$ cat src/design/spq_pkg.sv
// ----------------------------------------------------------------------------
// spq_pkg
// Shared types and constants for the sorted priority queue.
// ----------------------------------------------------------------------------
package spq_pkg;

    localparam int CAPACITY = 16;
    localparam int CNT_W    = $clog2(CAPACITY + 1);

    localparam logic [1:0] OP_INSERT = 2'd0;
    localparam logic [1:0] OP_REMOVE = 2'd1;
    localparam logic [1:0] OP_PEEK   = 2'd2;

    localparam logic [1:0] ST_OK    = 2'd0;
    localparam logic [1:0] ST_EMPTY = 2'd1;
    localparam logic [1:0] ST_FULL  = 2'd2;

    localparam logic REG_IS_MAX_MODE = 1'b0;

    typedef struct packed {
        logic [1:0]         operation;
        logic signed [63:0] in_key;
        logic [31:0]        in_data;
    } t_in_item;

    typedef struct packed {
        logic signed [63:0] out_key;
        logic [31:0]        out_data;
        logic [1:0]         status;
        logic [4:0]         entry_total;
    } t_out_item;

    typedef struct packed {
        logic load_in;
        logic cmp;
        logic upd;
    } t_dp_cmd;

endpackage

$ cat src/design/spq_ctrl.sv
// ----------------------------------------------------------------------------
// spq_ctrl
// Sequencer: accept, compare, update; owns both handshakes.
// ----------------------------------------------------------------------------
module spq_ctrl (
    input  logic             i_clk,
    input  logic             i_rst_n,
    input  logic             i_in_valid,
    output logic             o_in_stall,
    output logic             o_out_valid,
    input  logic             i_out_stall,
    output spq_pkg::t_dp_cmd o_cmd
);
    import spq_pkg::*;

    typedef enum logic [2:0] {
        S_IDLE = 3'b001,
        S_CMP  = 3'b010,
        S_UPD  = 3'b100
    } t_state;

    t_state r_state, n_state;
    logic   r_out_valid, n_out_valid;
    logic   out_free;

    assign out_free    = !r_out_valid || !i_out_stall;
    assign o_in_stall  = (r_state != S_IDLE);
    assign o_out_valid = r_out_valid;

    always_comb begin
        n_state       = r_state;
        n_out_valid   = r_out_valid && i_out_stall;
        o_cmd.load_in = 1'b0;
        o_cmd.cmp     = 1'b0;
        o_cmd.upd     = 1'b0;
        unique case (r_state)
            S_IDLE: begin
                if (i_in_valid) begin
                    o_cmd.load_in = 1'b1;
                    n_state       = S_CMP;
                end
            end
            S_CMP: begin
                o_cmd.cmp = 1'b1;
                n_state   = S_UPD;
            end
            S_UPD: begin
                if (out_free) begin
                    o_cmd.upd   = 1'b1;
                    n_out_valid = 1'b1;
                    n_state     = S_IDLE;
                end
            end
            default: n_state = S_IDLE;
        endcase
    end

    always_ff @(posedge i_clk) begin
        if (!i_rst_n) begin
            r_state     <= S_IDLE;
            r_out_valid <= 1'b0;
        end else begin
            r_state     <= n_state;
            r_out_valid <= n_out_valid;
        end
    end

endmodule

$ cat config.mk
export PLATFORM = sky130hd
export DESIGN_NAME = spq_ctrl
export DESIGN_NICKNAME = d
export VERILOG_FILES = /design/src/design/spq_pkg.sv /design/src/design/spq_ctrl.sv
export SDC_FILE = /design/constraint.sdc
export NUM_CORES = 1
export LEC_CHECK = 0
export BUFFER_PORTS_ARGS = -buffer_cell sky130_fd_sc_hd__buf_4
export CAP_MARGIN = 10
export CORE_AREA = 2 2 39 41
export DETAILED_ROUTE_END_ITERATION = 10
export DIE_AREA = 0 0 41 43
export MAX_ROUTING_LAYER = met4
export PLACE_DENSITY = 0.42
export SYNTH_ARGS = -nofsm -noshare
export SYNTH_HDL_FRONTEND = slang
export SYNTH_SLANG_ARGS = --single-unit
$ cat constraint.sdc
create_clock -name i_clk -period 2.05 [get_ports i_clk]
set_clock_uncertainty 0.1 [all_clocks]
set_input_delay 0.3075 -clock i_clk [delete_from_list [all_inputs] [get_ports i_clk]]
set_output_delay 0.3075 -clock i_clk [all_outputs]
set_load 0.02 [all_outputs]
==> After elaboration in Yosys (flattened, before gate mapping) <==
Cells that the tools add are included.
{ "word_totals": {"ff_bits": 4, "latch_bits": 0, "mem_bits_rw": 0, "romBits": 0, "in_bits": 4, "out_inout_bits": 5, "elab_cells": 23, "mem_count": 0} }
{ "classes": {"addsub": 0, "mul": 0, "div": 0, "magnitude_cmp": 0, "n_eq_ne": 6, "n_shift": 0, "muxes": 10, "bitwise": 0, "reduce_logical": 5} }
{ "op_table": {"columns": ["op", "n"], "rows": [
  ["$pmux 3 s3", 1],
  ["$mux 1", 7],
  ["$mux 3", 2],
  ["$ne 2x2->1 const B", 2],
  ["$eq 3x1->1 const B", 1],
  ["$eq 3x2->1 const B", 1],
  ["$eq 3x3->1 const B", 1],
  ["$ne 3x1->1 const B", 1],
  ["$logic_not 1->1", 2],
  ["$reduce_and 2->1", 1],
  ["$logic_and 1x1->1", 1],
  ["$logic_or 1x1->1", 1]
]} }

==> Longest topological paths before layout <==
Gate-level depths: netlist of run 1.
{ "logic_depth": {"word_depth": 4, "mapped_depth": 3, "depth_no_buf": 3} }

==> Worst setup path after synthesis of run 1 <==
OpenSTA, ideal clock, no wires.
{ "synth_timing": {"path_type": "reg-to-output", "start": "register r_state[2]", "end": "output port o_cmd[0] (netlist bit)", "t_arrival_ns": 1.087, "t_required_ns": 1.642, "path_slack_ns": 0.556, "path_stages_with_launch": 3, "n_path_buf": 0, "cell_sequence": "dfxtp_1 > or3b_1 > a21oi_1"} }
{ "synth_rtl": {"columns": ["item", "line", "text"], "rows": [
  ["from (decl)", "spq_ctrl.sv:22", "t_state r_state, n_state;"],
  ["from (signal assigned)", "spq_ctrl.sv:63", "r_state <= n_state;"],
  ["to (decl)", "spq_ctrl.sv:12", "output spq_pkg::t_dp_cmd o_cmd"]
]} }

==> flow_metrics.py, run 1 <==
metrics = {
    "cts": {
        "cts_sinks": 4,
        "cts_buffer_depth": 2,
        "clk_pin_slew_ns": 0.04,
        "cts_root_buf": "clkbuf_4",
        "post-cts-setup-buffers": 0,
        "cts_tree": "yes",
        "cts_made_buffers": 3,
        "insertion_delay_ns": 0.23,
        "h-tree-depth": 1,
        "hold_buffers": 0,
        "cts_resized": 0,
    },
    "yosys": {
        "syn_area_per_cell_um2": 9.614,
        "yosysWarnings": 0,
        "synth_seq_cells": 4,
        "synth_fp_nets": 23,
        "synth_edf_count": 0,
        "yosysSeqAreaShare_pct": 43.84,
        "synthArstFlopShare_pct": 0,
        "ys.flop_type": "dfxtp_1",
        "synth_cells": 19,
        "synth.area.top_cells": "dfxtp_1 44%, nor3b_1 8.2%, nor2_4 6.2%",
        "synth_cell_types": 13,
        "yosysMostFrequentCell": "dfxtp_1",
        "synth_top_area_cell": "dfxtp_1",
        "synth_common_cells": "4 x dfxtp_1, 2 x a21oi_1, 2 x inv_1, 2 x nor3b_1",
        "syn_area_um2": 182.7,
        "yosys.area.top_type_share_pct": 43.84,
    },
    "detailed_routing": {
        "remaining_drc_errors": 0,
        "antenna_left": 0,
        "wl_um": 403,
        "drtIter0Drc": 1,
        "vias_per_cell": 3.761,
        "drt_pass1_iterations": 2,
        "wire_per_inst_um": 8.761,
        "vias": 173,
    },
    "power_and_ir_drop": {
        "power.share.clock_pct": 45.0,
        "netSwitchingFraction_pct": 23.26,
        "p_per_area_nw_per_um2": 751.0,
        "vdd_drop_max_mv": 0.4235,
        "combinationalPowerShare_pct": 15.6,
        "power_leakage_nw": 0.1220,
        "p_int_uw": 164.4,
        "switchingPower_uw": 49.84,
        "seq_power_share_pct": 39.4,
    },
    "min_path": {
        "hp-class": "input port to flop",
    },
    "timing": {
        "maxSlewViolCount": 0,
        "hold_viol": 0,
        "fin_crit_sh_pct": 83.93,
        "worst_pin_slew_ns": 0.2939,
        "rsz0062_at_grt": "no",
        "slew-limit-headroom_pct": 80.36,
        "fin_ws_ns": 0.3294,
        "period_needed_ns": 1.721,
        "setup_violations": 0,
        "final.setup.tns_ns": 0,
        "max_freq_mhz": 581.2,
        "fin_hold_ws_ns": 0.1839,
    },
    "layout": {
        "final_nets": 36,
        "drive_gt1_share_pct": 43.33,
        "fill_cells": 149,
        "final_cells": 46,
        "design_area_um2": 285.3,
        "num_antenna_cells": 0,
        "areaGrowthSynthToFinish_pct": 56.16,
    },
    "floorplanning": {
        "placementRows": 14,
        "ios": 9,
        "die_x_um": 41,
        "core_um2": 1384,
        "die_h_um": 43,
        "dieArea_um2": 1763,
        "start_util_pct": 13.20,
    },
    "placement": {
        "io_buffers": 8,
        "dp_cells": 43,
        "preCtsSetupSlack_ns": 0.5726,
        "globalplace.congestion": 0.6307,
        "place_area_um2": 262.8,
    },
    "global_routing": {
        "globalRoute.busiestLayer": "met1",
        "overflow": 0,
        "use_met1_pct": 7.717,
        "grt_pass1_vias": 160,
        "use_met2_pct": 6.250,
        "grt_pass1_wl_um": 641,
        "grtUsageTotal_pct": 6.070,
        "antenna_found_initial": 0,
        "use_met3_pct": 6.283,
        "grt_max_degree": 6,
    },
    "setup_path": {
        "path_max_fanout": 5,
        "end_kind": "primary output",
        "cp.arrival_ns": 1.31,
        "cp_data_required_time_ns": 1.64,
        "r2r_slack_ns": 0.85,
        "critPathLaunchType": "flop",
        "path_class": "flop to primary output",
    },
    "outcome": {
        "outcome": "completed",
    },
    "flow_run": {
        "maxCapViolations": 0,
    },
}
[final timing paths]
check | end | cells after the start | startpoint
max | o_cmd[0] | 3 | r_state[2]
min | r_state[0] | 2 | i_rst_n
max reg2reg | r_state[0] | 3 | r_state[2]
min reg2reg | r_state[2] | 1 | r_state[0]
[through the flow]
step	util [%]	power (mW)
global route	20.61	0.2260
global placement	18.99	0.1187
CTS	20.61	0.2200
finish	20.61	0.2142
detailed placement	18.99	0.1191
floorplan	-	0.1044
[power by group through the flow]
stage               Clock (mW)  Combinational [mW]  Sequential (mW)
CTS                      0.102              0.0340           0.0843
finish                  0.0965              0.0334           0.0844
detailed placement           0              0.0336           0.0856
global route             0.105              0.0359           0.0849
floorplan                    0              0.0196           0.0848
global placement             0              0.0332           0.0854
[logic make-up (layout without fill, tap and decap cells)]
family | count (synthesis) | in the layout | synth area share, %
and+or+nand+nor | 9 | 9 | 38.35
buffers and inverters | 2 | 13 | 4.111
AOI/OAI and AO/OA | 4 | 4 | 13.70
DFF | 4 | 4 | 43.84
[final cells by class]
type	count	area (µm²)	share of cell area [%]
Multi-Input combinational cell	13	95.09	33.33
Timing Repair Buffer	8	60.06	21.05
Sequential cell	4	80.08	28.07
Inverter	2	7.507	2.632
Clock buffer	3	22.52	7.895
Tap cell	16	20.02	7.018
[metal layers]
layer | part of all wire, % | up-vias
met1 | 52 | 68
met5 | 0 | -
met4 | 0 | 0
met3 | 14 | 0
met2 | 33 | 11
li1 | - | 94
[critical path, cell delays in order, from the launching register on]
cell and delay, ns:
dfxtp_1 0.38, or3b_1 0.41, a21oi_1 0.14, buf_4 0.16
[cell usage in the layout (no fill, tap or decap), types with 2 or more instances in the layout]
master and count:
buf_4 8, inv_1 2, a21oi_1 2, nor3b_1 2, clkbuf_4 3, dfxtp_1 4
[registers in the layout (all words and copies together) (netlist names)]
register	cells
r_state	3
o_out_valid	1
No activity file was read; power rests on OpenSTA's default activity.
==> run 2: changes to the inputs <==
ABC_AREA = 1   (was default)
PLACE_DENSITY = 0.43   (was 0.42)
clock period = 1.4 ns   (was 2.05 ns; I/O delays follow)
==> run 2 against run 1 <==
Count of clock-buffer cells in the layout is the same. Highest routed layer is now met4. Critical path type unchanged. Clock power grew 51%. Largest cell class is now sequential cells. Worst setup slack lost 0.23 ns.
==> flow_metrics.py, run 2 <==
metrics = {
    "detailed_routing": {
        "antenna_left": 0,
        "drt_pass1_iterations": 4,
        "vias_per_cell": 3.623,
        "drtIter0Drc": 2,
        "vias": 192,
        "wl_um": 394,
        "wire_per_inst_um": 7.434,
        "remaining_drc_errors": 0,
    },
    "min_path": {
        "hold-path-endpoint": "r_state[1]",
        "hold_depth": 3,
        "hp-start": "i_in_valid",
        "hp-class": "input port to flop",
    },
    "layout": {
        "final_common_cell": "buf_4",
        "drive_gt1_share_pct": 48.65,
        "num_antenna_cells": 0,
        "final_util_pct": 20.80,
        "most-common-layout-cells": "8 x buf_4, 5 x inv_1, 4 x nor2_1",
        "final_nets": 43,
        "regMostFlops": "r_state",
        "largest_register_ffs": 3,
        "areaGrowthSynthToFinish_pct": 59.72,
    },
    "global_routing": {
        "grt_max_degree": 6,
        "antenna_found_initial": 0,
        "overflow": 0,
        "grtUsageTotal_pct": 7.400,
        "grt_pass1_vias": 164,
        "grt_pass1_wl_um": 676,
    },
    "power_and_ir_drop": {
        "p_per_area_nw_per_um2": 1175,
        "p_int_uw": 246.8,
        "switchingPower_uw": 91.25,
        "power.share.clock_pct": 43.2,
        "power_leakage_nw": 0.1603,
        "vdd_drop_max_mv": 0.3243,
        "combinationalPowerShare_pct": 18.6,
        "seq_power_share_pct": 38.2,
        "netSwitchingFraction_pct": 27.00,
    },
    "placement": {
        "io_buffers": 8,
        "dpl.hpwl_um": 301.3,
        "preCtsSetupSlack_ns": 0.3028,
        "globalplace.congestion": 0.6716,
    },
    "floorplanning": {
        "ios": 9,
        "dieArea_um2": 1763,
        "placementRows": 14,
        "die_x_um": 41,
        "die_h_um": 43,
        "core_um2": 1384,
        "start_util_pct": 13.02,
    },
    "setup_path": {
        "r2r_end": "r_state[0]",
        "slowest_stage": "dfxtp_2",
        "end_kind": "primary output",
        "cp_slowest_stage_delay_ns": 0.33,
        "cp.arrival_ns": 0.99,
        "worst-path-buf-inv": 1,
        "r2r_slack_ns": 0.50,
        "critPathLaunchType": "flop",
        "worst_r2r_path_depth": 4,
        "cp_data_required_time_ns": 1.09,
        "path_max_fanout": 3,
        "crit_cells": 4,
        "crit_chain": "nor2_2 -> nand2_1 -> nor2_1 -> buf_4",
        "critPathTopFamily": "flip-flops",
        "r2r-start": "r_state[1]",
        "path_class": "flop to primary output",
    },
    "timing": {
        "setup_violations": 0,
        "slew-limit-headroom_pct": 90.43,
        "fin_hold_ws_ns": 0.1306,
        "fin_ws_ns": 0.1000,
        "rsz0062_at_grt": "no",
        "maxSlewViolCount": 0,
        "hold_viol": 0,
        "fin_crit_sh_pct": 92.85,
        "worst_pin_slew_ns": 0.1432,
        "period_needed_ns": 1.300,
        "max_freq_mhz": 769.3,
        "final.setup.tns_ns": 0,
    },
    "cts": {
        "cts_made_buffers": 3,
        "cts_tree": "yes",
        "post-cts-setup-buffers": 0,
        "cts_root_buf": "clkbuf_4",
        "h-tree-depth": 1,
        "insertion_delay_ns": 0.24,
        "cts_buffer_depth": 2,
        "clk_pin_slew_ns": 0.04,
        "cts_sinks": 4,
    },
    "outcome": {
        "outcome": "completed",
    },
    "yosys": {
        "synthArstFlopShare_pct": 0,
        "synth_top_family_by_area": "simple AND/OR/NAND/NOR gates",
        "ys.flop_type": "dfxtp_1",
        "synth.area.top_cells": "dfxtp_1 44%, inv_1 10%, nor2_1 10%",
        "yosys.area.top_type_share_pct": 44.44,
        "synth-compound-area-share_pct": 7.639,
        "synth_cells": 26,
        "syn_area_per_cell_um2": 6.930,
        "synth_xor_area_share_pct": 0,
        "synth_simple_gate_area_share_pct": 33.33,
        "synth_seq_cells": 4,
        "synthAdderAreaFrac_pct": 0,
        "synth.area.mux_share_pct": 0,
        "synth_fp_nets": 30,
        "yosysSeqAreaShare_pct": 44.44,
        "synth_edf_count": 0,
        "synth_common_cells": "5 x inv_1, 5 x nor2_1, 4 x dfxtp_1",
        "syn_area_um2": 180.2,
        "synth_top_area_cell": "dfxtp_1",
        "yosysWarnings": 0,
        "synth_cell_types": 10,
    },
    "flow_run": {
        "maxCapViolations": 0,
    },
}
==> run 2: cell count changes in the layout (fill, tap and decap cells not counted), moves of 2 or more <==
| cell | previous run | this run |
|---|---|---|
| nor2_1 | 1 | 4 |
| nand2_1 | 1 | 3 |
| inv_1 | 2 | 5 |
| inv_2 | 0 | 2 |
| nor3b_1 | 2 | 0 |
| dfxtp_1 | 4 | 2 |
| nand3_1 | 0 | 3 |
| dfxtp_2 | 0 | 2 |
==> run 2: worst max-delay path by stage <==
| stage | start | to | slack (ns) |
|---|---|---|---|
| floorplan | r_state[1] | o_cmd[2] | 0.23 |
| global placement | r_state[0] | o_cmd[1] | 0.33 |
| detailed placement | r_state[0] | o_cmd[0] | 0.30 |
| CTS | r_state[0] | o_cmd[0] | 0.04 |
| global route | r_state[1] | o_cmd[0] | 0.01 |
| finish | r_state[1] | o_cmd[0] | 0.10 |
==> run 2: stage by stage <==
| step | std cells | instance area (µm²) | power [mW] |
|---|---|---|---|
| final | 53 | 287.8 | 0.3380 |
| after global routing | 53 | 287.8 | 0.3642 |
| after CTS | 53 | 282.8 | 0.3467 |
| after detailed placement | 50 | 260.3 | 0.1921 |
| after global placement | 50 | 260.3 | 0.1926 |
| after floorplan | 26 | 180.2 | 0.1662 |
==> run 2: power groups by stage <==
stage / combinational, mW / sequential (mW) / clock [mW]
6_report: 0.0629 / 0.129 / 0.146
5_1_grt: 0.0701 / 0.130 / 0.164
4_1_cts: 0.0637 / 0.127 / 0.156
3_5_place_dp: 0.0633 / 0.129 / 0
3_3_place_gp: 0.0636 / 0.129 / 0
2_1_floorplan: 0.0384 / 0.128 / 0
==> run 2: cell type report <==
type	count	area, µm²
fill	157	1096
multi-input combinational	15	76.32
clock buffer	3	22.52
timing repair buffer	8	60.06
sequential	4	82.58
tap	16	20.02
inverter	7	26.28
==> run 2: logic make-up after synthesis <==
kind of cell	count (synthesis)
compound gates	2
buf+inv	7
simple gates	13
flops	4
==> run 2: routing by layer <==
| metal | share of wire, % | routed length, µm | track usage [%] |
|---|---|---|---|
| met5 | 0 | 0 | - |
| met4 | 6.1 | 24 | 12.00 |
| met3 | 14 | 57 | 6.283 |
| met2 | 42 | 166 | 6.563 |
| met1 | 37 | 147 | 6.731 |
==> run 2: worst min-delay path, stage by stage <==
cell    delay, ns
buf_4        0.11
inv_1        0.06
nor3_1       0.05
==> run 2: repair_timing <==
action / CTS / global route
endpoints found under the setup margin: 0 / 1
hold buffers: 0 / 0
gates resized for setup: 0 / 3
==> run 3: changes to the inputs <==
GPL_TIMING_DRIVEN = 0   (was default)
SETUP_SLACK_MARGIN = 0.4   (was default)
==> run 3 against run 2 <==
Hold slack improved by 0.037 ns. Sequential share of layout area decreased by 5.6 points. Clock power decreased by 4%. Non-clock buffer count increased by 4. First-iteration DRC count decreased by 100%. Wire length increased by 15%. Global-route usage increased by 0.21 points. Critical path depth unchanged.
==> flow_metrics.py, run 3 (synthesis gave the netlist of run 2 again) <==
metrics = {
    "setup_path": {
        "crit_top_cell": "nor2_4",
        "worst_r2r_path_depth": 7,
        "r2r-start": "r_state[2]",
        "r2r_end": "r_state[0]",
        "r2r_slack_ns": 0.32,
        "worst-path-buf-inv": 1,
        "cp_data_required_time_ns": 1.09,
        "slowest_stage": "dfxtp_4",
        "cp_slowest_stage_delay_ns": 0.35,
        "path_max_fanout": 3,
        "path_class": "flop to primary output",
        "critPathTopFamily": "flip-flops",
        "critPathLaunchType": "flop",
        "crit_chain": "nor2_4 -> nand2_2 -> nor2_4 -> buf_6",
        "cp.arrival_ns": 0.96,
        "end_kind": "primary output",
    },
    "detailed_routing": {
        "wl_um": 455,
        "vias": 207,
        "antenna_left": 0,
        "wire_per_inst_um": 7.982,
        "drt_pass1_iterations": 1,
        "drtIter0Drc": 0,
        "vias_per_cell": 3.632,
        "remaining_drc_errors": 0,
    },
    "power_and_ir_drop": {
        "switchingPower_uw": 105.2,
        "seq_power_share_pct": 35.0,
        "netSwitchingFraction_pct": 27.70,
        "p_int_uw": 274.5,
        "power.share.clock_pct": 37.0,
        "power_leakage_nw": 0.1836,
        "combinationalPowerShare_pct": 28.0,
        "vdd_drop_max_mv": 0.3283,
        "p_per_area_nw_per_um2": 972.6,
    },
    "placement": {
        "dpl.hpwl_um": 341.1,
        "globalplace.congestion": 0.6340,
        "io_buffers": 8,
    },
    "global_routing": {
        "grt_pass1_vias": 210,
        "grtUsageTotal_pct": 7.613,
        "antenna_found_initial": 0,
        "grt_max_degree": 5,
        "overflow": 0,
        "grt_pass1_wl_um": 765,
    },
    "floorplanning": {
        "ios": 9,
        "dieArea_um2": 1763,
        "die_x_um": 41,
        "die_h_um": 43,
        "placementRows": 14,
        "start_util_pct": 13.02,
        "core_um2": 1384,
    },
    "layout": {
        "final_nets": 47,
        "fill_cells": 153,
        "most-common-layout-cells": "6 x buf_4, 6 x buf_6, 5 x inv_2",
        "largest_register_ffs": 3,
        "regMostFlops": "r_state",
        "final_util_pct": 28.21,
        "areaGrowthSynthToFinish_pct": 116.7,
        "drive_gt1_share_pct": 80.49,
        "num_antenna_cells": 0,
    },
    "cts": {
        "cts_sinks": 4,
        "hold_buffers": 0,
        "cts_root_buf": "clkbuf_4",
        "h-tree-depth": 1,
        "cts_buffer_depth": 2,
        "cts_tree": "yes",
        "clk_pin_slew_ns": 0.04,
        "cts_made_buffers": 3,
        "insertion_delay_ns": 0.23,
    },
    "min_path": {
        "hold_depth": 3,
        "hp-class": "input port to flop",
        "hold-path-endpoint": "r_state[2]",
        "hp-start": "i_rst_n",
    },
    "timing": {
        "maxSlewViolCount": 0,
        "final.setup.tns_ns": 0,
        "max_freq_mhz": 786.6,
        "slew-limit-headroom_pct": 89.28,
        "fin_crit_sh_pct": 90.80,
        "worst_pin_slew_ns": 0.1607,
        "period_needed_ns": 1.271,
        "setup_violations": 0,
        "rsz0062_at_grt": "yes",
        "hold_viol": 0,
    },
    "flow_run": {
        "maxCapViolations": 0,
    },
    "outcome": {
        "outcome": "completed",
    },
}
==> run 3: cell type report <==
class,count,area (µm²),share of cell area [%]
clock buffers,3,22.52,5.769
inverters,7,26.28,6.731
multi-input cells,15,118.9,30.45
flip-flops and latches,4,90.09,23.08
well taps,16,20.02,5.128
repair buffers,12,112.6,28.85
==> run 3: metal layers <==
layer  vias to the layer above  routed length [µm]  GRT usage (%)
met3                         2                  19          3.141
li1                        109                   -              -
met4                         0                  17          10.00
met1                        90                 172          7.074
met5                         -                   0              -
met2                         6                 246          9.688
==> run 3: how the worst max path moves through the flow <==
| stage | cells past startpoint | end | startpoint |
|---|---|---|---|
| 2_1_floorplan | 3 | o_cmd[0] | r_state[1] |
| 3_3_place_gp | 4 | o_cmd[0] | r_state[1] |
| 3_5_place_dp | 4 | o_cmd[0] | r_state[1] |
| 4_1_cts | 4 | o_cmd[0] | r_state[0] |
| 5_1_grt | 4 | o_cmd[0] | r_state[1] |
| 6_report | 4 | o_cmd[0] | r_state[1] |
==> run 3: worst min-delay path: stages <==
cell     delay (ns)
buf_4          0.07
inv_1          0.08
a21oi_2        0.10
==> run 3: timing repair <==
item                                   CTS  global route
pin swaps                                5             3
buffers inserted                         3             1
setup endpoints to repair                5             9
endpoints found under the hold margin    0             0
resized for setup                       10             7
==> run 3: power groups by stage <==
stage	combinational [mW]	sequential, mW	clock, mW
finish	0.106	0.133	0.140
global route	0.115	0.135	0.157
CTS	0.0975	0.132	0.148
detailed placement	0.0741	0.132	0
global placement	0.0737	0.132	0
floorplan	0.0483	0.131	0
==> run 3: through the flow <==
step / power (mW) / setup WS, ns / instances / area (µm²) / hold slack [ns]
2_1_floorplan: 0.1796 / 0.3997 / 26 / 209.0 / 0.2651
3_5_place_dp: 0.2064 / 0.3039 / 50 / 289.0 / 0.3994
5_1_grt: 0.4067 / 0.07139 / 57 / 390.4 / 0.1853
4_1_cts: 0.3776 / 0.1121 / 56 / 367.9 / 0.1523
6_report: 0.3797 / 0.1288 / 57 / 390.4 / 0.1681
3_3_place_gp: 0.2055 / 0.3015 / 50 / 289.0 / 0.3849
